**src/rtl/core/obstacle_escape_motion_coordinator_unit_defines.svh**
```systemverilog
// Assertion helpers used by the top-level RTL file of the motion coordinator.
`ifndef OBSTACLE_ESCAPE_MOTION_COORDINATOR_UNIT_DEFINES_SVH
`define OBSTACLE_ESCAPE_MOTION_COORDINATOR_UNIT_DEFINES_SVH

// Same-cycle implication, checked at every rising clock edge outside reset.
`define OEMC_ASSERT_IMP(label, clk, rst, ante, cons, msg) \
   label: assert property (@(posedge clk) disable iff (rst) (ante) |-> (cons)) \
      else $error(msg);

// Next-cycle implication, checked at every rising clock edge outside reset.
`define OEMC_ASSERT_NEXT(label, clk, rst, ante, cons, msg) \
   label: assert property (@(posedge clk) disable iff (rst) (ante) |=> (cons)) \
      else $error(msg);

`endif

```
**src/rtl/core/oemc_pkg.sv**
```systemverilog
package oemc_pkg;

   // Event opcodes.
   localparam logic [2:0] OP_SESSION   = 3'd0;
   localparam logic [2:0] OP_PROBE     = 3'd1;
   localparam logic [2:0] OP_DUST_REQ  = 3'd2;
   localparam logic [2:0] OP_DUST_DONE = 3'd3;
   localparam logic [2:0] OP_SNAPSHOT  = 3'd4;

   // Probe reasons; both "right turn" and "surrounded" suspend cleaning first.
   localparam logic [1:0] REASON_RIGHT_TURN = 2'd0;
   localparam logic [1:0] REASON_SURROUNDED = 2'd1;

   // Result kinds.
   localparam logic KIND_COMMAND = 1'b0;
   localparam logic KIND_ACTION  = 1'b1;

   // Motion commands.
   localparam logic [3:0] CMD_STOP          = 4'd0;
   localparam logic [3:0] CMD_SUPPRESS      = 4'd1;
   localparam logic [3:0] CMD_PROBE_RIGHT   = 4'd2;
   localparam logic [3:0] CMD_SPIN_CW       = 4'd3;
   localparam logic [3:0] CMD_SPIN_CCW      = 4'd4;
   localparam logic [3:0] CMD_SAFE_HOLD     = 4'd5;
   localparam logic [3:0] CMD_STOP_FALLBACK = 4'd6;
   localparam logic [3:0] CMD_HEADING       = 4'd7;
   localparam logic [3:0] CMD_REV_ESCAPE    = 4'd8;
   localparam logic [3:0] CMD_TURN_RIGHT    = 4'd9;
   localparam logic [3:0] CMD_TURN_LEFT     = 4'd10;
   localparam logic [3:0] CMD_FALLBACK      = 4'd11;
   localparam logic [3:0] CMD_FORWARD       = 4'd12;
   localparam logic [3:0] CMD_REVERSE       = 4'd13;

   // Cleaning actions.
   localparam logic [1:0] ACT_SUSPEND = 2'd0;
   localparam logic [1:0] ACT_BOOST   = 2'd1;
   localparam logic [1:0] ACT_NORMAL  = 2'd2;
   localparam logic [1:0] ACT_RESUME  = 2'd3;

   // Motion modes.
   localparam logic [2:0] MODE_STOPPED  = 3'd0;
   localparam logic [2:0] MODE_FWD      = 3'd1;
   localparam logic [2:0] MODE_BWD      = 3'd2;
   localparam logic [2:0] MODE_PROBING  = 3'd3;
   localparam logic [2:0] MODE_DUST     = 3'd4;
   localparam logic [2:0] MODE_AVOID    = 3'd5;
   localparam logic [2:0] MODE_SURR_REV = 3'd6;
   localparam logic [2:0] MODE_TURNING  = 3'd7;

   // Snapshot kinds that the rules name.
   localparam logic [4:0] SK_PARTIAL_STALE   = 5'd4;
   localparam logic [4:0] SK_AMBIGUOUS       = 5'd5;
   localparam logic [4:0] SK_VALID           = 5'd7;
   localparam logic [4:0] SK_UNSTABLE        = 5'd8;
   localparam logic [4:0] SK_RIGHT_VIABLE    = 5'd9;
   localparam logic [4:0] SK_LEFT_VIABLE     = 5'd10;
   localparam logic [4:0] SK_RIGHT_INVALID   = 5'd11;
   localparam logic [4:0] SK_NO_LATERAL      = 5'd12;
   localparam logic [4:0] SK_SURROUNDED      = 5'd13;
   localparam logic [4:0] SK_REVERSE_READ    = 5'd15;
   localparam logic [4:0] SK_REVERSE_SAMPLE  = 5'd16;
   localparam logic [4:0] SK_LATERAL_OPENING = 5'd17;
   localparam logic [4:0] SK_LEAD_BLOCKED    = 5'd18;
   localparam logic [4:0] SK_NOT_SURROUNDED  = 5'd19;
   localparam logic [4:0] SK_LEAD_SAFE       = 5'd20;

   localparam int MAX_RESULTS = 3;
   localparam int COUNT_W     = $clog2(MAX_RESULTS + 1);

   typedef struct packed {
      logic [2:0] opcode;
      logic       session_on;
      logic       set_direction;
      logic       direction_backward;
      logic [1:0] probe_reason;
      logic       snapshot_valid;
      logic [4:0] snapshot_kind;
      logic       front_blocked;
      logic       front_safe;
      logic       boxed_in;
      logic       right_open;
      logic       left_open;
   } req_payload_type;

   typedef struct packed {
      logic       result_kind;
      logic [3:0] motion_command;
      logic       probe_side;
      logic [1:0] cleaning_action;
      logic [2:0] motion_mode;
      logic       last_result;
   } rsp_payload_type;

   typedef struct packed {
      logic       session;
      logic       backward;
      logic [2:0] mode;
   } coord_state_type;

   typedef struct packed {
      logic [COUNT_W-1:0]                     count;
      rsp_payload_type [MAX_RESULTS-1:0]      results;
      coord_state_type                        next_state;
   } decision_type;

   function automatic rsp_payload_type make_cmd(input logic [3:0] code, input logic side);
      rsp_payload_type r;
      r                 = '0;
      r.result_kind     = KIND_COMMAND;
      r.motion_command  = code;
      r.probe_side      = side;
      return r;
   endfunction

   function automatic rsp_payload_type make_act(input logic [1:0] code);
      rsp_payload_type r;
      r                 = '0;
      r.result_kind     = KIND_ACTION;
      r.cleaning_action = code;
      return r;
   endfunction

endpackage

```
**src/rtl/core/oemc_stream_if.sv**
```systemverilog
interface oemc_stream_if #(
   parameter type payload_type = logic
) ();
   logic        valid;
   logic        ready;
   payload_type payload;

   modport source (output valid, output payload, input ready);
   modport sink (input valid, input payload, output ready);
endinterface

```
**src/rtl/core/oemc_decoder.sv**
```systemverilog
module oemc_decoder (
   input  oemc_pkg::req_payload_type req,
   input  oemc_pkg::coord_state_type state,
   output oemc_pkg::decision_type    decision
);

   oemc_pkg::coord_state_type                           nst;
   oemc_pkg::rsp_payload_type [oemc_pkg::MAX_RESULTS-1:0] res;
   logic [oemc_pkg::COUNT_W-1:0]                        n;
   logic [4:0]                                          kind;
   logic                                                back_next;
   logic                                                lead_rule;
   logic                                                surr_rule;
   logic [3:0]                                          lead_turn;

   assign kind = req.snapshot_kind;

   // Turn chosen after restoring heading when the leading sector is blocked.
   always_comb begin
      if (kind == oemc_pkg::SK_RIGHT_INVALID && req.left_open) begin
         lead_turn = oemc_pkg::CMD_TURN_LEFT;
      end else if (req.right_open) begin
         lead_turn = oemc_pkg::CMD_TURN_RIGHT;
      end else if (req.left_open) begin
         lead_turn = oemc_pkg::CMD_TURN_LEFT;
      end else begin
         lead_turn = oemc_pkg::CMD_FALLBACK;
      end
   end

   assign back_next = req.set_direction ? req.direction_backward : state.backward;

   assign surr_rule = req.boxed_in
                   || (kind >= oemc_pkg::SK_SURROUNDED && kind <= oemc_pkg::SK_LATERAL_OPENING)
                   || kind == oemc_pkg::SK_RIGHT_VIABLE || kind == oemc_pkg::SK_LEFT_VIABLE;
   assign lead_rule = req.front_blocked || kind == oemc_pkg::SK_LEAD_BLOCKED
                   || kind == oemc_pkg::SK_NOT_SURROUNDED
                   || kind == oemc_pkg::SK_RIGHT_INVALID;

   always_comb begin
      nst = state;
      n   = '0;
      res = '0;
      unique case (req.opcode)
         oemc_pkg::OP_SESSION: begin
            nst.backward = back_next;
            nst.session  = req.session_on;
            n            = 2'd1;
            if (req.session_on) begin
               nst.mode = back_next ? oemc_pkg::MODE_BWD : oemc_pkg::MODE_FWD;
               res[0]   = oemc_pkg::make_cmd(back_next ? oemc_pkg::CMD_REVERSE
                                                       : oemc_pkg::CMD_FORWARD, 1'b0);
            end else begin
               nst.mode = oemc_pkg::MODE_STOPPED;
               res[0]   = oemc_pkg::make_cmd(oemc_pkg::CMD_STOP, 1'b0);
            end
         end
         oemc_pkg::OP_PROBE: begin
            if (!state.session) begin
               n      = 2'd1;
               res[0] = oemc_pkg::make_cmd(oemc_pkg::CMD_SUPPRESS, 1'b0);
            end else begin
               nst.mode = oemc_pkg::MODE_PROBING;
               if (req.probe_reason == oemc_pkg::REASON_RIGHT_TURN
                   || req.probe_reason == oemc_pkg::REASON_SURROUNDED) begin
                  n      = 2'd2;
                  res[0] = oemc_pkg::make_act(oemc_pkg::ACT_SUSPEND);
                  res[1] = oemc_pkg::make_cmd(oemc_pkg::CMD_PROBE_RIGHT, state.backward);
               end else begin
                  n      = 2'd1;
                  res[0] = oemc_pkg::make_cmd(oemc_pkg::CMD_PROBE_RIGHT, state.backward);
               end
            end
         end
         oemc_pkg::OP_DUST_REQ: begin
            if (state.session && state.mode != oemc_pkg::MODE_SURR_REV
                && state.mode != oemc_pkg::MODE_AVOID
                && state.mode != oemc_pkg::MODE_PROBING) begin
               nst.mode = oemc_pkg::MODE_DUST;
               n        = 2'd3;
               res[0]   = oemc_pkg::make_cmd(oemc_pkg::CMD_STOP, 1'b0);
               res[1]   = oemc_pkg::make_cmd(state.backward ? oemc_pkg::CMD_SPIN_CCW
                                                            : oemc_pkg::CMD_SPIN_CW, 1'b0);
               res[2]   = oemc_pkg::make_act(oemc_pkg::ACT_BOOST);
            end
         end
         oemc_pkg::OP_DUST_DONE: begin
            nst.backward = ~state.backward;
            n            = 2'd1;
            res[0]       = oemc_pkg::make_act(oemc_pkg::ACT_NORMAL);
         end
         oemc_pkg::OP_SNAPSHOT: begin
            if (!state.session) begin
               n      = 2'd1;
               res[0] = oemc_pkg::make_cmd(oemc_pkg::CMD_SUPPRESS, 1'b0);
            end else if (!req.snapshot_valid || kind <= oemc_pkg::SK_PARTIAL_STALE) begin
               nst.mode = oemc_pkg::MODE_STOPPED;
               if (kind == oemc_pkg::SK_PARTIAL_STALE) begin
                  n      = 2'd1;
                  res[0] = oemc_pkg::make_cmd(oemc_pkg::CMD_SAFE_HOLD, 1'b0);
               end else begin
                  n      = 2'd2;
                  res[0] = oemc_pkg::make_cmd(req.front_blocked ? oemc_pkg::CMD_STOP_FALLBACK
                                                                : oemc_pkg::CMD_STOP, 1'b0);
                  res[1] = oemc_pkg::make_act(oemc_pkg::ACT_SUSPEND);
               end
            end else if (kind >= oemc_pkg::SK_AMBIGUOUS && kind <= oemc_pkg::SK_VALID) begin
               n = '0;
            end else if (kind == oemc_pkg::SK_UNSTABLE) begin
               n      = 2'd1;
               res[0] = oemc_pkg::make_cmd(oemc_pkg::CMD_SUPPRESS, 1'b0);
            end else if ((req.front_blocked && kind >= oemc_pkg::SK_RIGHT_VIABLE
                          && kind <= oemc_pkg::SK_NO_LATERAL)
                         || (!surr_rule && lead_rule)) begin
               nst.mode = oemc_pkg::MODE_AVOID;
               n        = 2'd2;
               res[0]   = oemc_pkg::make_cmd(oemc_pkg::CMD_HEADING, 1'b0);
               res[1]   = oemc_pkg::make_cmd(lead_turn, 1'b0);
            end else if (surr_rule) begin
               if (kind == oemc_pkg::SK_SURROUNDED) begin
                  nst.mode = oemc_pkg::MODE_SURR_REV;
                  n        = 2'd3;
                  res[0]   = oemc_pkg::make_cmd(oemc_pkg::CMD_HEADING, 1'b0);
                  res[1]   = oemc_pkg::make_act(oemc_pkg::ACT_SUSPEND);
                  res[2]   = oemc_pkg::make_cmd(oemc_pkg::CMD_REV_ESCAPE, 1'b0);
               end else if (kind == oemc_pkg::SK_REVERSE_READ
                            || kind == oemc_pkg::SK_REVERSE_SAMPLE) begin
                  nst.mode = oemc_pkg::MODE_SURR_REV;
                  n        = 2'd1;
                  res[0]   = oemc_pkg::make_cmd(oemc_pkg::CMD_REV_ESCAPE, 1'b0);
               end else if (kind == oemc_pkg::SK_RIGHT_VIABLE || req.right_open) begin
                  nst.mode = oemc_pkg::MODE_TURNING;
                  n        = 2'd2;
                  res[0]   = oemc_pkg::make_cmd(oemc_pkg::CMD_HEADING, 1'b0);
                  res[1]   = oemc_pkg::make_cmd(oemc_pkg::CMD_TURN_RIGHT, 1'b0);
               end else if (kind == oemc_pkg::SK_LEFT_VIABLE || req.left_open) begin
                  nst.mode = oemc_pkg::MODE_TURNING;
                  n        = 2'd2;
                  res[0]   = oemc_pkg::make_cmd(oemc_pkg::CMD_HEADING, 1'b0);
                  res[1]   = oemc_pkg::make_cmd(oemc_pkg::CMD_TURN_LEFT, 1'b0);
               end else begin
                  n      = 2'd1;
                  res[0] = oemc_pkg::make_cmd(oemc_pkg::CMD_FALLBACK, 1'b0);
               end
            end else if (req.front_safe || kind == oemc_pkg::SK_LEAD_SAFE) begin
               nst.mode = state.backward ? oemc_pkg::MODE_BWD : oemc_pkg::MODE_FWD;
               n        = 2'd2;
               res[0]   = oemc_pkg::make_cmd(state.backward ? oemc_pkg::CMD_REVERSE
                                                            : oemc_pkg::CMD_FORWARD, 1'b0);
               res[1]   = oemc_pkg::make_act(oemc_pkg::ACT_RESUME);
            end else begin
               n      = 2'd1;
               res[0] = oemc_pkg::make_cmd(oemc_pkg::CMD_FALLBACK, 1'b0);
            end
         end
         default: begin
            n = '0;
         end
      endcase

      // Every result of the event reports the mode left behind; the final one is marked.
      for (int i = 0; i < oemc_pkg::MAX_RESULTS; i++) begin
         res[i].motion_mode = nst.mode;
         res[i].last_result = (n == oemc_pkg::COUNT_W'(i + 1));
      end
   end

   assign decision.count      = n;
   assign decision.results    = res;
   assign decision.next_state = nst;

endmodule

```
**src/rtl/core/obstacle_escape_motion_coordinator_unit.sv**
```systemverilog
// Obstacle escape motion coordinator.
// The req_stream channel carries one event per transaction (session change, probe
// request, dust request, dust done or obstacle snapshot). The rsp_stream channel
// carries the resulting motion commands and cleaning actions, one per transaction,
// in order; the final result of each event has last_result set. Some events give
// no result at all and only update, or keep, the internal state.
// Latency: the first result of an event is offered the cycle after the event is
// accepted. An event's results (none to three) fill the three-entry result
// buffer, and a new event can be accepted in every cycle in which the buffer is
// empty or is handing over its last pending result.
// Reset (synchronous, active high) marks the session inactive, the travel direction
// forward and the motion mode stopped, and empties the result buffer.
// When the receiver stalls, pending results wait in the buffer and req_stream.ready
// stays low until the buffer drains to its last entry and that entry is taken.
`include "obstacle_escape_motion_coordinator_unit_defines.svh"

module obstacle_escape_motion_coordinator_unit (
   input  logic                 clock,
   input  logic                 reset,
   oemc_stream_if.sink          req_stream,
   oemc_stream_if.source        rsp_stream
);

   // Session flag, travel direction and motion mode as left by the last event.
   oemc_pkg::coord_state_type state_ff;
   oemc_pkg::coord_state_type state_in;

   // Pending results of the current event; entry 0 is the one on offer.
   oemc_pkg::rsp_payload_type [oemc_pkg::MAX_RESULTS-1:0] slot_ff;
   oemc_pkg::rsp_payload_type [oemc_pkg::MAX_RESULTS-1:0] slot_in;
   logic [oemc_pkg::COUNT_W-1:0]                          count_ff;
   logic [oemc_pkg::COUNT_W-1:0]                          count_in;

   oemc_pkg::decision_type decision;
   logic                   accept;
   logic                   pop;

   // All per-event decisions are made combinationally straight from the
   // incoming transaction and the current state.
   oemc_decoder u_decoder (
      .req      (req_stream.payload),
      .state    (state_ff),
      .decision (decision)
   );

   assign pop    = rsp_stream.valid && rsp_stream.ready;
   // A new event may enter when nothing is pending or the last pending result
   // is leaving in this very cycle.
   assign req_stream.ready = (count_ff == '0) || (count_ff == oemc_pkg::COUNT_W'(1) && pop);
   assign accept = req_stream.valid && req_stream.ready;

   assign rsp_stream.valid   = (count_ff != '0);
   assign rsp_stream.payload = slot_ff[0];

   always_comb begin
      state_in = state_ff;
      slot_in  = slot_ff;
      count_in = count_ff;
      if (accept) begin
         state_in = decision.next_state;
         slot_in  = decision.results;
         count_in = decision.count;
      end else if (pop) begin
         // Shift the queue forward by one entry.
         for (int i = 0; i < oemc_pkg::MAX_RESULTS - 1; i++) begin
            slot_in[i] = slot_ff[i+1];
         end
         count_in = count_ff - oemc_pkg::COUNT_W'(1);
      end
   end

   always_ff @(posedge clock) begin
      if (reset) begin
         state_ff <= '{session: 1'b0, backward: 1'b0, mode: oemc_pkg::MODE_STOPPED};
         count_ff <= '0;
      end else begin
         state_ff <= state_in;
         count_ff <= count_in;
      end
   end

   // Result payload needs no reset; it is only looked at while count_ff is non-zero.
   always_ff @(posedge clock) begin
      slot_ff <= slot_in;
   end

   `OEMC_ASSERT_IMP(a_accept_only_when_draining, clock, reset, accept, (count_ff == '0) || (count_ff == oemc_pkg::COUNT_W'(1) && pop), "event accepted while results of the previous event were still pending")

   `OEMC_ASSERT_IMP(a_last_only_at_tail, clock, reset, count_ff > oemc_pkg::COUNT_W'(1), !slot_ff[0].last_result, "final-result mark on an entry that is not the last pending one")

   `OEMC_ASSERT_IMP(a_tail_is_marked, clock, reset, count_ff == oemc_pkg::COUNT_W'(1), slot_ff[0].last_result, "last pending result is not marked as final")

   `OEMC_ASSERT_IMP(a_mode_matches_state, clock, reset, rsp_stream.valid, rsp_stream.payload.motion_mode == state_ff.mode, "reported motion mode differs from the stored mode")

   `OEMC_ASSERT_NEXT(a_empty_after_drain, clock, reset, pop && count_ff == oemc_pkg::COUNT_W'(1) && !accept, !rsp_stream.valid, "result offered after the buffer drained with no new event")

endmodule

```
**src/flat_wrapper.sv**
```systemverilog
// flat-port wrapper written by rule: the top's interface ports become plain ports
module obstacle_escape_motion_coordinator_unit_flat import oemc_pkg::*;
  (clock, reset, req_stream_valid, req_stream_payload, req_stream_ready, rsp_stream_valid, rsp_stream_payload, rsp_stream_ready);
  oemc_stream_if #(.payload_type(req_payload_type)) req_stream_i ();
  oemc_stream_if #(.payload_type(rsp_payload_type)) rsp_stream_i ();
  input  logic clock;
  input  logic reset;
  input wire logic [$bits(req_stream_i.valid)-1:0] req_stream_valid;
  input wire logic [$bits(req_stream_i.payload)-1:0] req_stream_payload;
  output wire logic [$bits(req_stream_i.ready)-1:0] req_stream_ready;
  output wire logic [$bits(rsp_stream_i.valid)-1:0] rsp_stream_valid;
  output wire logic [$bits(rsp_stream_i.payload)-1:0] rsp_stream_payload;
  input wire logic [$bits(rsp_stream_i.ready)-1:0] rsp_stream_ready;
  assign req_stream_i.valid = req_stream_valid;
  assign req_stream_i.payload = req_stream_payload;
  assign req_stream_ready = req_stream_i.ready;
  assign rsp_stream_valid = rsp_stream_i.valid;
  assign rsp_stream_payload = rsp_stream_i.payload;
  assign rsp_stream_i.ready = rsp_stream_ready;
  obstacle_escape_motion_coordinator_unit u_core (.clock(clock), .reset(reset), .req_stream(req_stream_i), .rsp_stream(rsp_stream_i));
endmodule
```
**config.mk**
```make
export PLATFORM = sky130hd
export DESIGN_NAME = obstacle_escape_motion_coordinator_unit_flat
export DESIGN_NICKNAME = d
export VERILOG_FILES = /design/src/rtl/core/oemc_pkg.sv /design/src/rtl/core/oemc_stream_if.sv /design/src/rtl/core/oemc_decoder.sv /design/src/rtl/core/obstacle_escape_motion_coordinator_unit.sv /design/src/flat_wrapper.sv
export VERILOG_INCLUDE_DIRS = /design/src /design/src/rtl/core
export SDC_FILE = /design/constraint.sdc
export NUM_CORES = 1
export LEC_CHECK = 0
export BUFFER_PORTS_ARGS = -buffer_cell sky130_fd_sc_hd__buf_2
export CAP_MARGIN = 20
export CORE_MARGIN = 2
export CORE_UTILIZATION = 64
export DETAILED_ROUTE_END_ITERATION = 6
export HOLD_SLACK_MARGIN = 0.15
export PLACE_DENSITY_LB_ADDON = 0.3
export SKIP_LAST_GASP = 1
export SYNTH_ARGS = -nofsm -noshare
export SYNTH_HDL_FRONTEND = slang
export SYNTH_HIERARCHICAL = 1
export SYNTH_SLANG_ARGS = --single-unit
```
**constraint.sdc**
```tcl
create_clock -name clock -period 5.8 [get_ports clock]
set_clock_uncertainty 0.2 [all_clocks]
set_input_delay 1.16 -clock clock [delete_from_list [all_inputs] [get_ports clock]]
set_output_delay 1.16 -clock clock [all_outputs]
set_load 0.005 [all_outputs]
```
==> run metrics <==
status=complete, no violations; core area=5070 um2; placed insts=406; clock share of power=30.1%; Final Hold Fails=0; Avg Synthesized Cell Area=9.72 um2; setup bufs post-CTS=0; net switching power=0.237 mW; Seq cells post-synth=43; PD cells=264 nW/um2; Final Core Density=67.5%; vias per cell=6.19; Die Footprint=5830 um2; RSZ-0062 raised after global routing=false; highest-count cells in the layout ignoring fill and taps=edfxtp_1, buf_2, a21oi_1; Comb pwr share=24.7%; Vias=2,570; Fillers=425; count of warnings emitted by yosys=6; worst hold slack=0.352 ns; CTS tree=done; DP HPWL=4890 um; gr busiest metal=met2; Final Instance Area=3420 um2; total gr overflow=0; dpl cell area=3280 um2; CP peak stage delay=0.38 ns; internal power=0.668 mW; LEAKAGE=1.31 nW; GR Util met2=39.6%; setup TNS=0 ns; clock sink total=43; sw frac=26.2%; critical path arrival=3.26 ns; register area=1220 um2; Critical Path Fanout Max=12; Worst Tran Pin Value=0.567 ns; setup violators final=0; multi-input combinational cell area=1720 um2; GRT Util Overall=23.7%; CTS Hold Buffers Added=0; kind of critical path=input port to flip-flop; dpl ws=2.08 ns; Syn-to-layout area delta=2.09%; Design Power=0.905 mW; IO Port Bufs=35; Post-CTS Resized=0; Post-Route WL=6770 um; initial antenna violation count=0; post-synth top area cell=edfxtp_1; routability cong.=0.931; Starting DRT DRC Count=180; first-pass GRT wire length=11,100 um; number of flops mapped to enable cells by yosys=36; largest net degree at the start of global routing=28; Remaining DRCs=0; DR WL/cell=16.3 um; Clock Latency Late Sink=0.30 ns; Final Max Tran Viols=0; DIE WIDTH=76.4 um; Final Cycle Share=58.9%; Rows=26; hold path start=u_core/slot_ff[16]; worst path required time=5.65 ns; commonest register cell after synthesis=edfxtp_1; H-tree levels=2; layout cell share with drive strength beyond 1=24.3%; Critical Path Start Type=input port; asr flop ratio synth=0%; Ports=37; vias in the first global route=2,335; top cell type's share of synthesized area=32.2%; reg2reg start=u_core/state_ff[4]; f_max=293 MHz; Initial Util=66.1%; Seq pwr share=45.2%; number of diodes=0; Seq/Total Area, Yosys=36.4%; Tmin final=3.42 ns; synthesized cell area=3350 um2; M1 GR Usage=32.3%; Yosys cell types=76; Setup crit end kind=flip-flop; Clock Tree Buf Depth=2; clock slew at reported path FFs=0.08 ns; Worst Setup Slack, final=2.38 ns; Inserted Clock Buffers=5; max_cap viols=0; CP startpoint=req_stream_payload[9]; clock root buffer=clkbuf_8; Die H=76.4 um; first-pass iteration count of the detailed router=5; slew margin rel.=61.7%; post-route ant nets=0; Hold Crit Class=flip-flop to flip-flop; Mapped Cells=345; most common cell after layout, fill and taps aside=edfxtp_1; nets=369; fin cells=415; Crit-path slowest cell=a221o_1; CP cell instances=buf_2 -> and3b_1 -> a22o_1 -> a221o_1 -> o211a_1 -> o31a_1 -> clkinv_1 -> nor2_1 -> mux2_2; Area contributors post-synth=edfxtp_1, mux2_4, buf_4; Max rail drop VDD=0.195 mV; met3 usage=3.91%
critical path: cells and delay by family:
family	cells	cell delay [ns]
compound gates	4	1.18
simple gates	2	0.36
buf+inv	2	0.30
mux	1	0.26
power groups by stage:
stage / registers [mW] / logic, mW / clock network [mW]
finish: 0.409 / 0.224 / 0.273
detailed placement: 0.417 / 0.217 / 0
global route: 0.415 / 0.243 / 0.290
CTS: 0.410 / 0.218 / 0.276
floorplan: 0.412 / 0.200 / 0
global placement: 0.415 / 0.213 / 0
path summary, 6_finish.rpt:
check,slack [ns],endpoint,depth (start not counted)
max,2.38,u_core/rsp_stream.payload[0],9
min,0.35,u_core/rsp_stream.payload[4],1
max reg2reg,3.04,u_core/rsp_stream.payload[0],7
min reg2reg,0.35,u_core/rsp_stream.payload[4],1
per-layer routing:
metal | part of all wire [%] | wire [um] | vias to the layer above
met2 | 50 | 3410 | 83
met4 | 0.84 | 57 | 0
met3 | 5.6 | 379 | 11
met1 | 43 | 2930 | 1235
met5 | 0 | 0 | -
li1 | - | - | 1241
kinds of logic after synthesis:
logic type | after synthesis | share of synthesized area [%]
and+or+nand+nor | 104 | 17.8
muxes | 25 | 10.3
xor gates and xnor gates | 6 | 1.79
adders and majority gates | 2 | 0.746
AOI/OAI and AO/OA | 97 | 20.0
buffers and inverters | 67 | 12.9
DFF | 43 | 36.4
other | 1 | 0.112
cell usage after synthesis (3+ instances only):
cell type / n
edfxtp_1: 36
buf_4: 30
a21oi_1: 24
o21ai_0: 22
nor2_1: 21
nand2_1: 19
mux2_4: 17
inv_1: 15
nand3_1: 12
clkbuf_1: 9
nor2b_1: 8
dfxtp_1: 7
mux2_2: 7
a31oi_1: 6
nand3b_1: 6
nor3_1: 6
a211oi_1: 5
nand2b_1: 4
o21ai_1: 4
and3_1: 3
buf_2: 3
buf_6: 3
nor4_1: 3
o221ai_1: 3
o31a_1: 3
xnor2_1: 3
sequential cells by signal, indices dropped and copies added, names as in the netlist:
name	count
u_core/count_ff	2
u_core/slot_ff	24
u_core/rsp_stream.payload	12
u_core/state_ff	5
area by class of cell:
type | instances | share of cell area, %
Multi-Input combinational cell | 240 | 50.2
Sequential cell | 43 | 35.7
Timing Repair Buffer | 36 | 5.56
Tap cell | 70 | 2.56
Clock buffer | 6 | 2.12
Inverter | 18 | 2.12
Clock inverter | 2 | 1.75
Note: power is estimated with default switching activity, not from simulation.
